==> config.mk <==
export PLATFORM = sky130hd
export DESIGN_NAME = softener_stage_sequencer_flat
export DESIGN_NICKNAME = d
export VERILOG_FILES = /design/src/hdl/ssq_pkg.sv /design/src/hdl/ssq_in_if.sv /design/src/hdl/ssq_out_if.sv /design/src/hdl/ssq_cfg.sv /design/src/hdl/ssq_step.sv /design/src/hdl/ssq_round.sv /design/src/hdl/softener_stage_sequencer.sv /design/src/flat_wrapper.sv
export SDC_FILE = /design/constraint.sdc
export NUM_CORES = 2
export LEC_CHECK = 0
export ABC_AREA = 0
export BUFFER_PORTS_ARGS = -buffer_cell sky130_fd_sc_hd__buf_2
export CORE_ASPECT_RATIO = 0.8
export CORE_MARGIN = 2
export CORE_UTILIZATION = 63
export CTS_BUF_LIST = sky130_fd_sc_hd__clkbuf_16
export DETAILED_ROUTE_END_ITERATION = 7
export PLACE_DENSITY_LB_ADDON = 0.12
export SLEW_MARGIN = 0
export SYNTH_ARGS = -nofsm -noshare
export SYNTH_HDL_FRONTEND = slang
export SYNTH_SLANG_ARGS = --single-unit
==> constraint.sdc <==
create_clock -name clk -period 8.3 [get_ports clk]
set_input_delay 0.415 -clock clk [delete_from_list [all_inputs] [get_ports clk]]
set_output_delay 0.415 -clock clk [all_outputs]
set_load 0.01 [all_outputs]
==> src/hdl/ssq_pkg.sv <==
package ssq_pkg;

  localparam int TIME_W     = 32;
  localparam int MS_W       = 32;
  localparam int STAGE_W    = 3;
  localparam int CYCLES_W   = 16;
  localparam int DELAY_W    = 24;
  localparam int TMO_W      = 16;
  localparam int CFG_IDX_W  = 3;
  localparam int CFG_DATA_W = 24;

  // configuration register indexes
  localparam logic [CFG_IDX_W-1:0] CFG_FILL     = 3'd0;
  localparam logic [CFG_IDX_W-1:0] CFG_BRINE    = 3'd1;
  localparam logic [CFG_IDX_W-1:0] CFG_BACKWASH = 3'd2;
  localparam logic [CFG_IDX_W-1:0] CFG_RINSE    = 3'd3;
  localparam logic [CFG_IDX_W-1:0] CFG_SERVICE  = 3'd4;
  localparam logic [CFG_IDX_W-1:0] CFG_TIMEOUT  = 3'd5;

  // stage codes
  localparam logic [STAGE_W-1:0] STAGE_FILL     = 3'd0;
  localparam logic [STAGE_W-1:0] STAGE_BRINE    = 3'd1;
  localparam logic [STAGE_W-1:0] STAGE_BACKWASH = 3'd2;
  localparam logic [STAGE_W-1:0] STAGE_RINSE    = 3'd3;
  localparam logic [STAGE_W-1:0] STAGE_SERVICE  = 3'd4;

  // day arithmetic: 86400 = 675 * 2^7
  localparam logic [TIME_W-1:0] SECS_PER_DAY  = 32'd86400;
  localparam logic [TIME_W-1:0] TWO_AM_SECS   = 32'd7200;
  localparam logic [TIME_W-1:0] NEXT_2AM_SECS = SECS_PER_DAY + TWO_AM_SECS;
  localparam int                DAY_REM_W     = 17;
  localparam logic [DAY_REM_W-1:0] SIX_AM_SECS = 17'd21600;
  localparam int                DAY_LSB       = 7;
  localparam int                DAY_HI_W      = TIME_W - DAY_LSB;
  localparam int                DAY_UNITS_W   = 10;
  localparam logic [DAY_UNITS_W-1:0] DAY_UNITS = 10'd675;
  // floor(x / 675) = (x * RECIP_M) >> RECIP_SH, exact for x < 2^25
  localparam int                RECIP_W       = 26;
  localparam logic [RECIP_W-1:0] RECIP_M      = 26'd50903317;
  localparam int                RECIP_SH      = 35;
  localparam int                PROD_W        = DAY_HI_W + RECIP_W;
  localparam int                QUOT_W        = 16;

  typedef struct packed {
    logic [DELAY_W-1:0] fill_delay;
    logic [DELAY_W-1:0] brine_delay;
    logic [DELAY_W-1:0] backwash_delay;
    logic [DELAY_W-1:0] rinse_delay;
    logic [DELAY_W-1:0] service_delay;
    logic [TMO_W-1:0]   gear_limit_ms;
  } cfg_t;

  localparam cfg_t CFG_RST = '{
    fill_delay:        24'd516,
    brine_delay:       24'd2280,
    backwash_delay:    24'd5160,
    rinse_delay:       24'd900,
    service_delay:     24'd345600,
    gear_limit_ms:     16'd3000
  };

  typedef struct packed {
    logic [TIME_W-1:0] now_seconds;
    logic [MS_W-1:0]   now_ms;
    logic              gear_level;
    logic              skip_request;
  } item_t;

  typedef struct packed {
    logic [STAGE_W-1:0]  stage_now;
    logic [TIME_W-1:0]   next_event;
    logic [CYCLES_W-1:0] service_cycles;
    logic                skip_pending;
    logic                waiting_gear;
    logic                await_open;
    logic                last_level;
    logic [MS_W-1:0]     wait_start;
    logic                timeout_flag;
    logic [TIME_W-1:0]   last_countdown;
  } state_t;

  localparam state_t STATE_RST = '{
    stage_now:      STAGE_FILL,
    next_event:     '0,
    service_cycles: '0,
    skip_pending:   1'b0,
    waiting_gear:   1'b0,
    await_open:     1'b0,
    last_level:     1'b1,
    wait_start:     '0,
    timeout_flag:   1'b0,
    last_countdown: '0
  };

  typedef struct packed {
    logic [STAGE_W-1:0]  stage;
    logic [TIME_W-1:0]   countdown;
    logic [TIME_W-1:0]   event_time;
    logic [CYCLES_W-1:0] cycle_count;
    logic                changing;
    logic                advanced;
    logic                gear_timeout;
  } result_t;

endpackage

==> src/hdl/ssq_in_if.sv <==
interface ssq_in_if;
  logic                          valid;
  logic                          ready;
  logic [ssq_pkg::TIME_W-1:0]    now_seconds;
  logic [ssq_pkg::MS_W-1:0]      now_ms;
  logic                          gear_level;
  logic                          skip_request;

  modport source (output valid, now_seconds, now_ms, gear_level, skip_request, input ready);
  modport sink (input valid, now_seconds, now_ms, gear_level, skip_request, output ready);
endinterface

==> src/hdl/ssq_out_if.sv <==
interface ssq_out_if;
  logic                           valid;
  logic                           ready;
  logic [ssq_pkg::STAGE_W-1:0]    stage;
  logic signed [ssq_pkg::TIME_W-1:0] countdown_seconds;
  logic [ssq_pkg::TIME_W-1:0]     event_time;
  logic [ssq_pkg::CYCLES_W-1:0]   cycle_count;
  logic                           changing;
  logic                           advanced;
  logic                           gear_timeout;

  modport source (output valid, stage, countdown_seconds, event_time, cycle_count, changing,
                  advanced, gear_timeout, input ready);
  modport sink (input valid, stage, countdown_seconds, event_time, cycle_count, changing,
                advanced, gear_timeout, output ready);
endinterface

==> src/hdl/ssq_cfg.sv <==
module ssq_cfg (
  input  logic                             clk,
  input  logic                             rst_n,
  input  logic                             cfg_we,
  input  logic [ssq_pkg::CFG_IDX_W-1:0]    cfg_index,
  input  logic [ssq_pkg::CFG_DATA_W-1:0]   cfg_wdata,
  output ssq_pkg::cfg_t                    cfg
);

  ssq_pkg::cfg_t cfg_r;
  ssq_pkg::cfg_t cfg_nxt;

  always_comb begin
    cfg_nxt = cfg_r;
    if (cfg_we) begin
      unique case (cfg_index)
        ssq_pkg::CFG_FILL:     cfg_nxt.fill_delay     = cfg_wdata;
        ssq_pkg::CFG_BRINE:    cfg_nxt.brine_delay    = cfg_wdata;
        ssq_pkg::CFG_BACKWASH: cfg_nxt.backwash_delay = cfg_wdata;
        ssq_pkg::CFG_RINSE:    cfg_nxt.rinse_delay    = cfg_wdata;
        ssq_pkg::CFG_SERVICE:  cfg_nxt.service_delay  = cfg_wdata;
        ssq_pkg::CFG_TIMEOUT:  cfg_nxt.gear_limit_ms  = cfg_wdata[ssq_pkg::TMO_W-1:0];
        default:               cfg_nxt = cfg_r;
      endcase
    end
  end

  always_ff @(posedge clk) begin
    if (!rst_n) begin
      cfg_r <= ssq_pkg::CFG_RST;
    end else begin
      cfg_r <= cfg_nxt;
    end
  end

  assign cfg = cfg_r;

endmodule

==> src/hdl/ssq_step.sv <==
module ssq_step (
  input  ssq_pkg::item_t                 item,
  input  ssq_pkg::state_t                state,
  input  ssq_pkg::cfg_t                  cfg,
  output ssq_pkg::state_t                state_nxt,
  output ssq_pkg::result_t               res,
  output logic                           rnd_start,
  output logic [ssq_pkg::TIME_W-1:0]     rnd_time
);

  logic                          skip;
  logic                          done;
  logic                          advanced;
  logic [ssq_pkg::TIME_W-1:0]    diff;
  logic [ssq_pkg::MS_W-1:0]      elapsed;
  logic [ssq_pkg::STAGE_W-1:0]   stage_inc;
  logic [ssq_pkg::DELAY_W-1:0]   delay;
  logic [ssq_pkg::TIME_W-1:0]    sum;

  assign diff      = state.next_event - item.now_seconds;
  assign elapsed   = item.now_ms - state.wait_start;
  assign stage_inc = (state.stage_now == ssq_pkg::STAGE_SERVICE) ? ssq_pkg::STAGE_FILL
                                                                 : state.stage_now + 3'd1;

  always_comb begin
    unique case (stage_inc)
      ssq_pkg::STAGE_FILL:     delay = cfg.fill_delay;
      ssq_pkg::STAGE_BRINE:    delay = cfg.brine_delay;
      ssq_pkg::STAGE_BACKWASH: delay = cfg.backwash_delay;
      ssq_pkg::STAGE_RINSE:    delay = cfg.rinse_delay;
      default:                 delay = cfg.service_delay;
    endcase
  end

  assign sum      = item.now_seconds + ssq_pkg::TIME_W'(delay);
  assign rnd_time = sum;

  always_comb begin
    skip      = state.skip_pending | item.skip_request;
    done      = 1'b0;
    advanced  = 1'b0;
    rnd_start = 1'b0;
    state_nxt = state;
    state_nxt.skip_pending = skip;
    if (state.waiting_gear) begin
      // close then open; the level is only tracked while waiting
      if (item.gear_level != state.last_level) begin
        state_nxt.last_level = item.gear_level;
        if (!state.await_open && !item.gear_level) begin
          state_nxt.await_open = 1'b1;
        end else if (state.await_open && item.gear_level) begin
          state_nxt.await_open = 1'b0;
          done = 1'b1;
        end
      end
      if (done) begin
        state_nxt.waiting_gear = 1'b0;
      end else if (elapsed > ssq_pkg::MS_W'(cfg.gear_limit_ms)) begin
        state_nxt.await_open   = 1'b0;
        state_nxt.timeout_flag = 1'b1;
        state_nxt.waiting_gear = 1'b0;
      end
    end else begin
      state_nxt.last_countdown = diff;
      if ((diff == '0) || diff[ssq_pkg::TIME_W-1] || skip) begin
        state_nxt.skip_pending = 1'b0;
        state_nxt.stage_now    = stage_inc;
        state_nxt.next_event   = sum;
        if (stage_inc == ssq_pkg::STAGE_SERVICE) begin
          state_nxt.service_cycles = state.service_cycles + 16'd1;
          rnd_start = 1'b1;
        end
        state_nxt.waiting_gear = 1'b1;
        state_nxt.wait_start   = item.now_ms;
        advanced = 1'b1;
      end
    end
  end

  assign res.stage          = state_nxt.stage_now;
  assign res.countdown      = state_nxt.last_countdown;
  assign res.event_time     = state_nxt.next_event;
  assign res.cycle_count    = state_nxt.service_cycles;
  assign res.changing       = state_nxt.waiting_gear;
  assign res.advanced       = advanced;
  assign res.gear_timeout   = state_nxt.timeout_flag;

endmodule

==> src/hdl/ssq_round.sv <==
module ssq_round (
  input  logic                           clk,
  input  logic                           rst_n,
  input  logic                           start,
  input  logic [ssq_pkg::TIME_W-1:0]     t,
  output logic                           busy,
  output logic                           done,
  output logic [ssq_pkg::TIME_W-1:0]     result
);

  // step valids: time latched, quotient, remainder, result
  logic [3:0]                            vld_r;
  logic [ssq_pkg::TIME_W-1:0]            t_r;
  logic [ssq_pkg::QUOT_W-1:0]            q_r;
  logic [ssq_pkg::DAY_UNITS_W-1:0]       rem_r;
  logic [ssq_pkg::TIME_W-1:0]            res_r;

  logic [ssq_pkg::DAY_HI_W-1:0]          x;
  logic [ssq_pkg::PROD_W-1:0]            prod;
  logic [ssq_pkg::DAY_HI_W-1:0]          qd;
  logic [ssq_pkg::DAY_HI_W-1:0]          rem_full;
  logic [ssq_pkg::DAY_REM_W-1:0]         r_day;
  logic [ssq_pkg::TIME_W-1:0]            day_start;
  logic [ssq_pkg::TIME_W-1:0]            res_nxt;

  assign x        = t_r[ssq_pkg::TIME_W-1:ssq_pkg::DAY_LSB];
  assign prod     = ssq_pkg::PROD_W'(x) * ssq_pkg::PROD_W'(ssq_pkg::RECIP_M);
  assign qd       = ssq_pkg::DAY_HI_W'(q_r) * ssq_pkg::DAY_HI_W'(ssq_pkg::DAY_UNITS);
  assign rem_full = x - qd;
  assign r_day    = {rem_r, t_r[ssq_pkg::DAY_LSB-1:0]};
  assign day_start = t_r - ssq_pkg::TIME_W'(r_day);
  assign res_nxt  = day_start + ((r_day < ssq_pkg::SIX_AM_SECS) ? ssq_pkg::TWO_AM_SECS
                                                                : ssq_pkg::NEXT_2AM_SECS);

  always_ff @(posedge clk) begin
    if (!rst_n) begin
      vld_r <= '0;
    end else begin
      vld_r <= {vld_r[2:0], start};
    end
  end

  always_ff @(posedge clk) begin
    if (start) begin
      t_r <= t;
    end
    q_r   <= prod[ssq_pkg::RECIP_SH +: ssq_pkg::QUOT_W];
    rem_r <= rem_full[ssq_pkg::DAY_UNITS_W-1:0];
    res_r <= res_nxt;
  end

  assign busy   = |vld_r;
  assign done   = vld_r[3];
  assign result = res_r;

endmodule

==> src/hdl/softener_stage_sequencer.sv <==
// Stage sequencer for a water softener valve.
// in_chan (valid/ready) takes one poll item: wall time in seconds, a free
// running ms counter, the debounced gear level and a skip request.
// out_chan (valid/ready) gives one result item per poll: stage, countdown,
// next event time, service count and the changing/advanced/timeout flags.
// cfg_we/cfg_index/cfg_wdata write the five stage delays and the gear
// timeout; write only while no item is in flight.
// An accepted item passes the input register, then the result register;
// an item that enters the service stage is also held in the 2 AM rounding
// unit (reciprocal multiply, remainder, then the day sum), during which no
// item is stepped and in_chan.ready drops once the input register is full.
// Throughput: one item per cycle otherwise, while out_chan.ready stays high.
// Reset (synchronous, rst_n low) restores the register defaults, puts the
// sequencer in the fill stage with the next event at time 0 and empties
// both the input and result registers.
// If the receiver stalls, the result register holds its item and the input
// register still takes one more item before in_chan.ready drops.
module softener_stage_sequencer (
  input  logic                             clk,
  input  logic                             rst_n,
  ssq_in_if.sink                           in_chan,
  ssq_out_if.source                        out_chan,
  input  logic                             cfg_we,
  input  logic [ssq_pkg::CFG_IDX_W-1:0]    cfg_index,
  input  logic [ssq_pkg::CFG_DATA_W-1:0]   cfg_wdata
);

  ssq_pkg::cfg_t                 cfg;
  ssq_pkg::item_t                item_r;
  ssq_pkg::state_t               state_r;
  ssq_pkg::state_t               state_nxt;
  ssq_pkg::result_t              res_r;
  ssq_pkg::result_t              res_nxt;
  logic                          in_valid_r;
  logic                          out_valid_r;
  logic                          rnd_start;
  logic [ssq_pkg::TIME_W-1:0]    rnd_time;
  logic                          rnd_busy;
  logic                          rnd_done;
  logic [ssq_pkg::TIME_W-1:0]    rnd_result;
  logic                          out_taken;
  logic                          step_go;
  logic                          in_take;

  ssq_cfg u_cfg (
    .clk       (clk),
    .rst_n     (rst_n),
    .cfg_we    (cfg_we),
    .cfg_index (cfg_index),
    .cfg_wdata (cfg_wdata),
    .cfg       (cfg)
  );

  ssq_step u_step (
    .item      (item_r),
    .state     (state_r),
    .cfg       (cfg),
    .state_nxt (state_nxt),
    .res       (res_nxt),
    .rnd_start (rnd_start),
    .rnd_time  (rnd_time)
  );

  ssq_round u_round (
    .clk    (clk),
    .rst_n  (rst_n),
    .start  (step_go & rnd_start),
    .t      (rnd_time),
    .busy   (rnd_busy),
    .done   (rnd_done),
    .result (rnd_result)
  );

  // result item is held back while its event time is being rounded
  assign out_taken = out_valid_r & ~rnd_busy & out_chan.ready;
  assign step_go   = in_valid_r & ~rnd_busy & (~out_valid_r | out_taken);
  assign in_take   = in_chan.valid & in_chan.ready;

  assign in_chan.ready = ~in_valid_r | step_go;

  always_ff @(posedge clk) begin
    if (!rst_n) begin
      in_valid_r  <= 1'b0;
      out_valid_r <= 1'b0;
      state_r     <= ssq_pkg::STATE_RST;
    end else begin
      if (in_take) begin
        in_valid_r <= 1'b1;
      end else if (step_go) begin
        in_valid_r <= 1'b0;
      end
      if (step_go) begin
        out_valid_r <= 1'b1;
      end else if (out_taken) begin
        out_valid_r <= 1'b0;
      end
      if (step_go) begin
        state_r <= state_nxt;
      end
      if (rnd_done) begin
        state_r.next_event <= rnd_result;
      end
    end
  end

  always_ff @(posedge clk) begin
    if (in_take) begin
      item_r.now_seconds  <= in_chan.now_seconds;
      item_r.now_ms       <= in_chan.now_ms;
      item_r.gear_level   <= in_chan.gear_level;
      item_r.skip_request <= in_chan.skip_request;
    end
    if (step_go) begin
      res_r <= res_nxt;
    end else if (rnd_done) begin
      res_r.event_time <= rnd_result;
    end
  end

  assign out_chan.valid             = out_valid_r & ~rnd_busy;
  assign out_chan.stage             = res_r.stage;
  assign out_chan.countdown_seconds = $signed(res_r.countdown);
  assign out_chan.event_time        = res_r.event_time;
  assign out_chan.cycle_count       = res_r.cycle_count;
  assign out_chan.changing          = res_r.changing;
  assign out_chan.advanced          = res_r.advanced;
  assign out_chan.gear_timeout      = res_r.gear_timeout;

  a_round_has_item: assert property (@(posedge clk) disable iff (!rst_n)
    rnd_done |-> out_valid_r)
    else $error("rounding finished with no result item held");

  a_service_rounds: assert property (@(posedge clk) disable iff (!rst_n)
    (step_go && rnd_start) |=> (rnd_busy && state_r.stage_now == ssq_pkg::STAGE_SERVICE))
    else $error("service entry did not start the rounding unit");

  a_stage_range: assert property (@(posedge clk) disable iff (!rst_n)
    state_r.stage_now <= ssq_pkg::STAGE_SERVICE)
    else $error("stage out of range");

  a_advance_waits: assert property (@(posedge clk) disable iff (!rst_n)
    out_valid_r |-> (!res_r.advanced || res_r.changing))
    else $error("advanced item not waiting for the gear");

endmodule
==> src/flat_wrapper.sv <==
// flat-port wrapper written by rule: the top's interface ports become plain ports
module softener_stage_sequencer_flat 
  (clk, rst_n, cfg_we, cfg_index, cfg_wdata, in_chan_valid, in_chan_now_seconds, in_chan_now_ms, in_chan_gear_level, in_chan_skip_request, in_chan_ready, out_chan_valid, out_chan_stage, out_chan_countdown_seconds, out_chan_event_time, out_chan_cycle_count, out_chan_changing, out_chan_advanced, out_chan_gear_timeout, out_chan_ready);
  ssq_in_if in_chan_i ();
  ssq_out_if out_chan_i ();
  input  logic clk;
  input  logic rst_n;
  input  logic cfg_we;
  input  logic [ssq_pkg::CFG_IDX_W-1:0] cfg_index;
  input  logic [ssq_pkg::CFG_DATA_W-1:0] cfg_wdata;
  input wire logic [$bits(in_chan_i.valid)-1:0] in_chan_valid;
  input wire logic [$bits(in_chan_i.now_seconds)-1:0] in_chan_now_seconds;
  input wire logic [$bits(in_chan_i.now_ms)-1:0] in_chan_now_ms;
  input wire logic [$bits(in_chan_i.gear_level)-1:0] in_chan_gear_level;
  input wire logic [$bits(in_chan_i.skip_request)-1:0] in_chan_skip_request;
  output wire logic [$bits(in_chan_i.ready)-1:0] in_chan_ready;
  output wire logic [$bits(out_chan_i.valid)-1:0] out_chan_valid;
  output wire logic [$bits(out_chan_i.stage)-1:0] out_chan_stage;
  output wire logic [$bits(out_chan_i.countdown_seconds)-1:0] out_chan_countdown_seconds;
  output wire logic [$bits(out_chan_i.event_time)-1:0] out_chan_event_time;
  output wire logic [$bits(out_chan_i.cycle_count)-1:0] out_chan_cycle_count;
  output wire logic [$bits(out_chan_i.changing)-1:0] out_chan_changing;
  output wire logic [$bits(out_chan_i.advanced)-1:0] out_chan_advanced;
  output wire logic [$bits(out_chan_i.gear_timeout)-1:0] out_chan_gear_timeout;
  input wire logic [$bits(out_chan_i.ready)-1:0] out_chan_ready;
  assign in_chan_i.valid = in_chan_valid;
  assign in_chan_i.now_seconds = in_chan_now_seconds;
  assign in_chan_i.now_ms = in_chan_now_ms;
  assign in_chan_i.gear_level = in_chan_gear_level;
  assign in_chan_i.skip_request = in_chan_skip_request;
  assign in_chan_ready = in_chan_i.ready;
  assign out_chan_valid = out_chan_i.valid;
  assign out_chan_stage = out_chan_i.stage;
  assign out_chan_countdown_seconds = out_chan_i.countdown_seconds;
  assign out_chan_event_time = out_chan_i.event_time;
  assign out_chan_cycle_count = out_chan_i.cycle_count;
  assign out_chan_changing = out_chan_i.changing;
  assign out_chan_advanced = out_chan_i.advanced;
  assign out_chan_gear_timeout = out_chan_i.gear_timeout;
  assign out_chan_i.ready = out_chan_ready;
  softener_stage_sequencer u_core (.clk(clk), .rst_n(rst_n), .in_chan(in_chan_i), .out_chan(out_chan_i), .cfg_we(cfg_we), .cfg_index(cfg_index), .cfg_wdata(cfg_wdata));
endmodule
==> qor.txt <==
Design area: 0.03767 sq mm
Number of synthesized flops with an enable pin: 179
Synth cell types: 84
WL/cell: 22.08 microns
R2R depth: 23
Fillers: 4085
Hold Crit Class: input port to flip-flop
Crit path capture type: flip-flop
Detailed Place HPWL: 77740 microns
Largest net degree at the start of global routing: 124
Crit-path max FO: 10
MaxCap Viol Count: 0
Final Max Slew Viols: 0
Clock Sinks: 486
Worst-margin pin slew: 1251 ps
CTS tree: done
Final std cells w/o fill: 4569
Row count: 76
Mapped Cells: 3674
Vias in the first global route: 26883
Post-layout util: 69.99%
Final worst slack: 820.8 ps
Die Ht: 212.9 microns
Die X: 265.1 microns
Postcts setup bufs: 0
Initial core utilization: 63.83%
WS Path Type: flip-flop to flip-flop
Leak: 17.01 nW
Worst-path clk slew: 70 ps
Min-Delay Path Depth: 1
Skew final: 21.21 ps
Critical path arrival: 7980 ps
Crit path required time: 8800 ps
Layout Nets: 4540
Multi-input logic area: 0.02035 sq mm
Final ANT Viol Nets: 0
Syn avg cell area: 9.350 sq um
# DRC: 0
Overflow after GRT: 0
Sum Neg Setup Slack: 0 ps
Synth-to-Final Area Change: 9.660%
Global-route wire length before repair: 154600 microns
Fmax: 133.7 MHz
Hold_ws: 13.41 ps
Share of cells above drive strength 1: 8.614%
# IOs: 186
Fraction of registers with async set/reset: 0%
Register area: 0.01152 sq mm
# H-tree levels: 2
Worst rel slew slack: 16.38%
PwrDens: 190.5 mW/mm^2
Hold Violations, Final: 0
Total CTS buffers: 48
Initial DRC Count: 3510
Antenna violations before repair: 2
Final Setup Violations: 0
Seq/Total Area, Yosys: 33.54%
Syn Std Cell Area: 0.03435 sq mm
Vias: 27816
Final min period: 7479 ps
Area after DPL: 0.03582 sq mm
PortBufs: 185
Total die area: 0.05642 sq mm
Crit share post-route: 90.11%
Syn Nets: 4388
Place WS: 862.8 ps
Core Region: 0.05382 sq mm
Synthesis Warnings: 0
CP Launch Type: flip-flop
Top FF cell, synth: dfxtp_1
Power, Total: 7.175 mW
Dpl cells: 4455
Outcome: finished, final reports clean
GRT Overall Usage: 35.70%
Clk buf depth: 3
DRT Pass-1 Iters: 6
RSZ-0062 raised after global routing: no
GPL Wtd Cong: 0.9692
Worst-Skew Late Latency: 580 ps
VDD IR-drop max: 0.0001979 V
Via density: 6.088
Final WL: 100900 microns
CTS root buffer: clkbuf_16
#FFs+latches synth: 486
==> power by group <==
group          switching (mW)  leakage [nW]  internal, mW
clock network           0.984         0.810          1.26
registers               0.127          4.20          2.71
logic                    1.28          12.0         0.806
==> critical path, cell delays in order (launching register included) <==
cell      delay, ps
edfxtp_1        670
inv_1           360
ha_1            430
inv_1            80
fa_1            460
ha_1            290
inv_1            50
fa_1            490
inv_1            50
fa_1            390
fa_1            520
inv_1            60
fa_1            530
inv_1            50
ha_1            300
a211o_1         290
a211oi_1        230
o31ai_1         210
a221oi_1        800
a211oi_1        230
nor2_1          250
o21ai_0         180
o41ai_1         330
xnor2_1         160
==> worst paths after layout <==
path | slack, ps | to | start
worst min register to register | 460 | u_core.u_cfg.cfg[33]$_SDFFE_PN0P_ | u_core.u_cfg.cfg[33]$_SDFFE_PN0P_
worst min-delay path | 10 | u_core.item_r[61]$_DFFE_PP_ | in_chan_now_seconds[27]
worst max register to register | 820 | u_core.u_round.q_r[9]$_DFF_P_ | u_core.u_round.t_r[12]$_DFFE_PP_
worst max-delay path | 820 | u_core.u_round.q_r[9]$_DFF_P_ | u_core.u_round.t_r[12]$_DFFE_PP_
==> cells in the mapped netlist, drive strengths merged (23+ instances only) <==
cell type  instances  area share [%]
a211oi            23            0.53
a21o              57             1.2
a21oi            252             3.7
a221o             28            0.82
a221oi            31            0.79
and2              24            0.44
and3              25            0.47
buf               25            0.46
clkbuf           105             1.2
dfxtp            307              18
edfxtp           179              16
fa               203              12
ha               413              15
inv              521             5.7
mux2i             67             2.0
nand2            456             5.0
nand2b            33            0.60
nand3             73             1.1
nand4             26            0.47
nor2             241             2.6
nor3              59            0.91
o211ai            31            0.68
o21a              30            0.66
o21ai            102             1.5
xnor2            103             2.6
xor2              39            0.99
==> kinds of logic after synthesis <==
kind of cell | share of synthesized area [%]
simple gates | 13.34
compound gates | 12.97
buf+inv | 7.306
fa+ha+maj | 26.87
flops | 33.54
xor+xnor | 3.620
mux | 2.346
==> sequential cells by signal, summed over array words and instances, names as in the netlist, 3 cells and up <==
register and count:
u_core.out_chan.event_time 32, u_core.u_cfg.cfg 136, u_core.u_round.rem_r 10, u_core.u_round.q_r 10, u_core.out_chan.countdown_seconds 32, u_core.out_chan.stage 3
u_core.item_r 66, u_core.state_r 120, u_core.u_round.vld_r 4, u_core.u_round.t_r 27, u_core.u_round.result 25, u_core.out_chan.cycle_count 16
==> cell type report <==
| cell class | instances | area share (%) |
|---|---|---|
| multi-input combinational | 2537 | 54.03 |
| sequential | 486 | 30.59 |
| inverter | 521 | 5.211 |
| timing repair buffer | 232 | 3.547 |
| clock buffer | 50 | 3.321 |
| tap | 702 | 2.332 |
| clock inverter | 40 | 0.9599 |
| antenna | 1 | 0.006643 |
==> layout by cell type (no fill, tap or decap), types with 66 or more instances in the layout <==
cell type    n
nand3_1     72
mux2i_1     66
inv_1      525
a21oi_1    251
nand2_1    456
buf_2      185
fa_1       203
dfxtp_1    306
o21ai_0     97
edfxtp_1   179
ha_1       413
xnor2_1    103
nor2_1     239
==> repair_timing <==
action,CTS,global route
endpoints found under the hold margin,23,0
hold buffers,23,0
resized for setup,0,0
==> metal layers <==
| layer | global-route usage [%] | routed length [microns] | vias up |
|---|---|---|---|
| met5 | 0 | 13 | - |
| met1 | 56.48 | 47380 | 13496 |
| li1 | - | - | 12741 |
| met2 | 49.97 | 40160 | 1406 |
| met3 | 7.750 | 11500 | 171 |
| met4 | 6.585 | 1849 | 2 |
No activity file was read; power rests on OpenSTA's default activity.
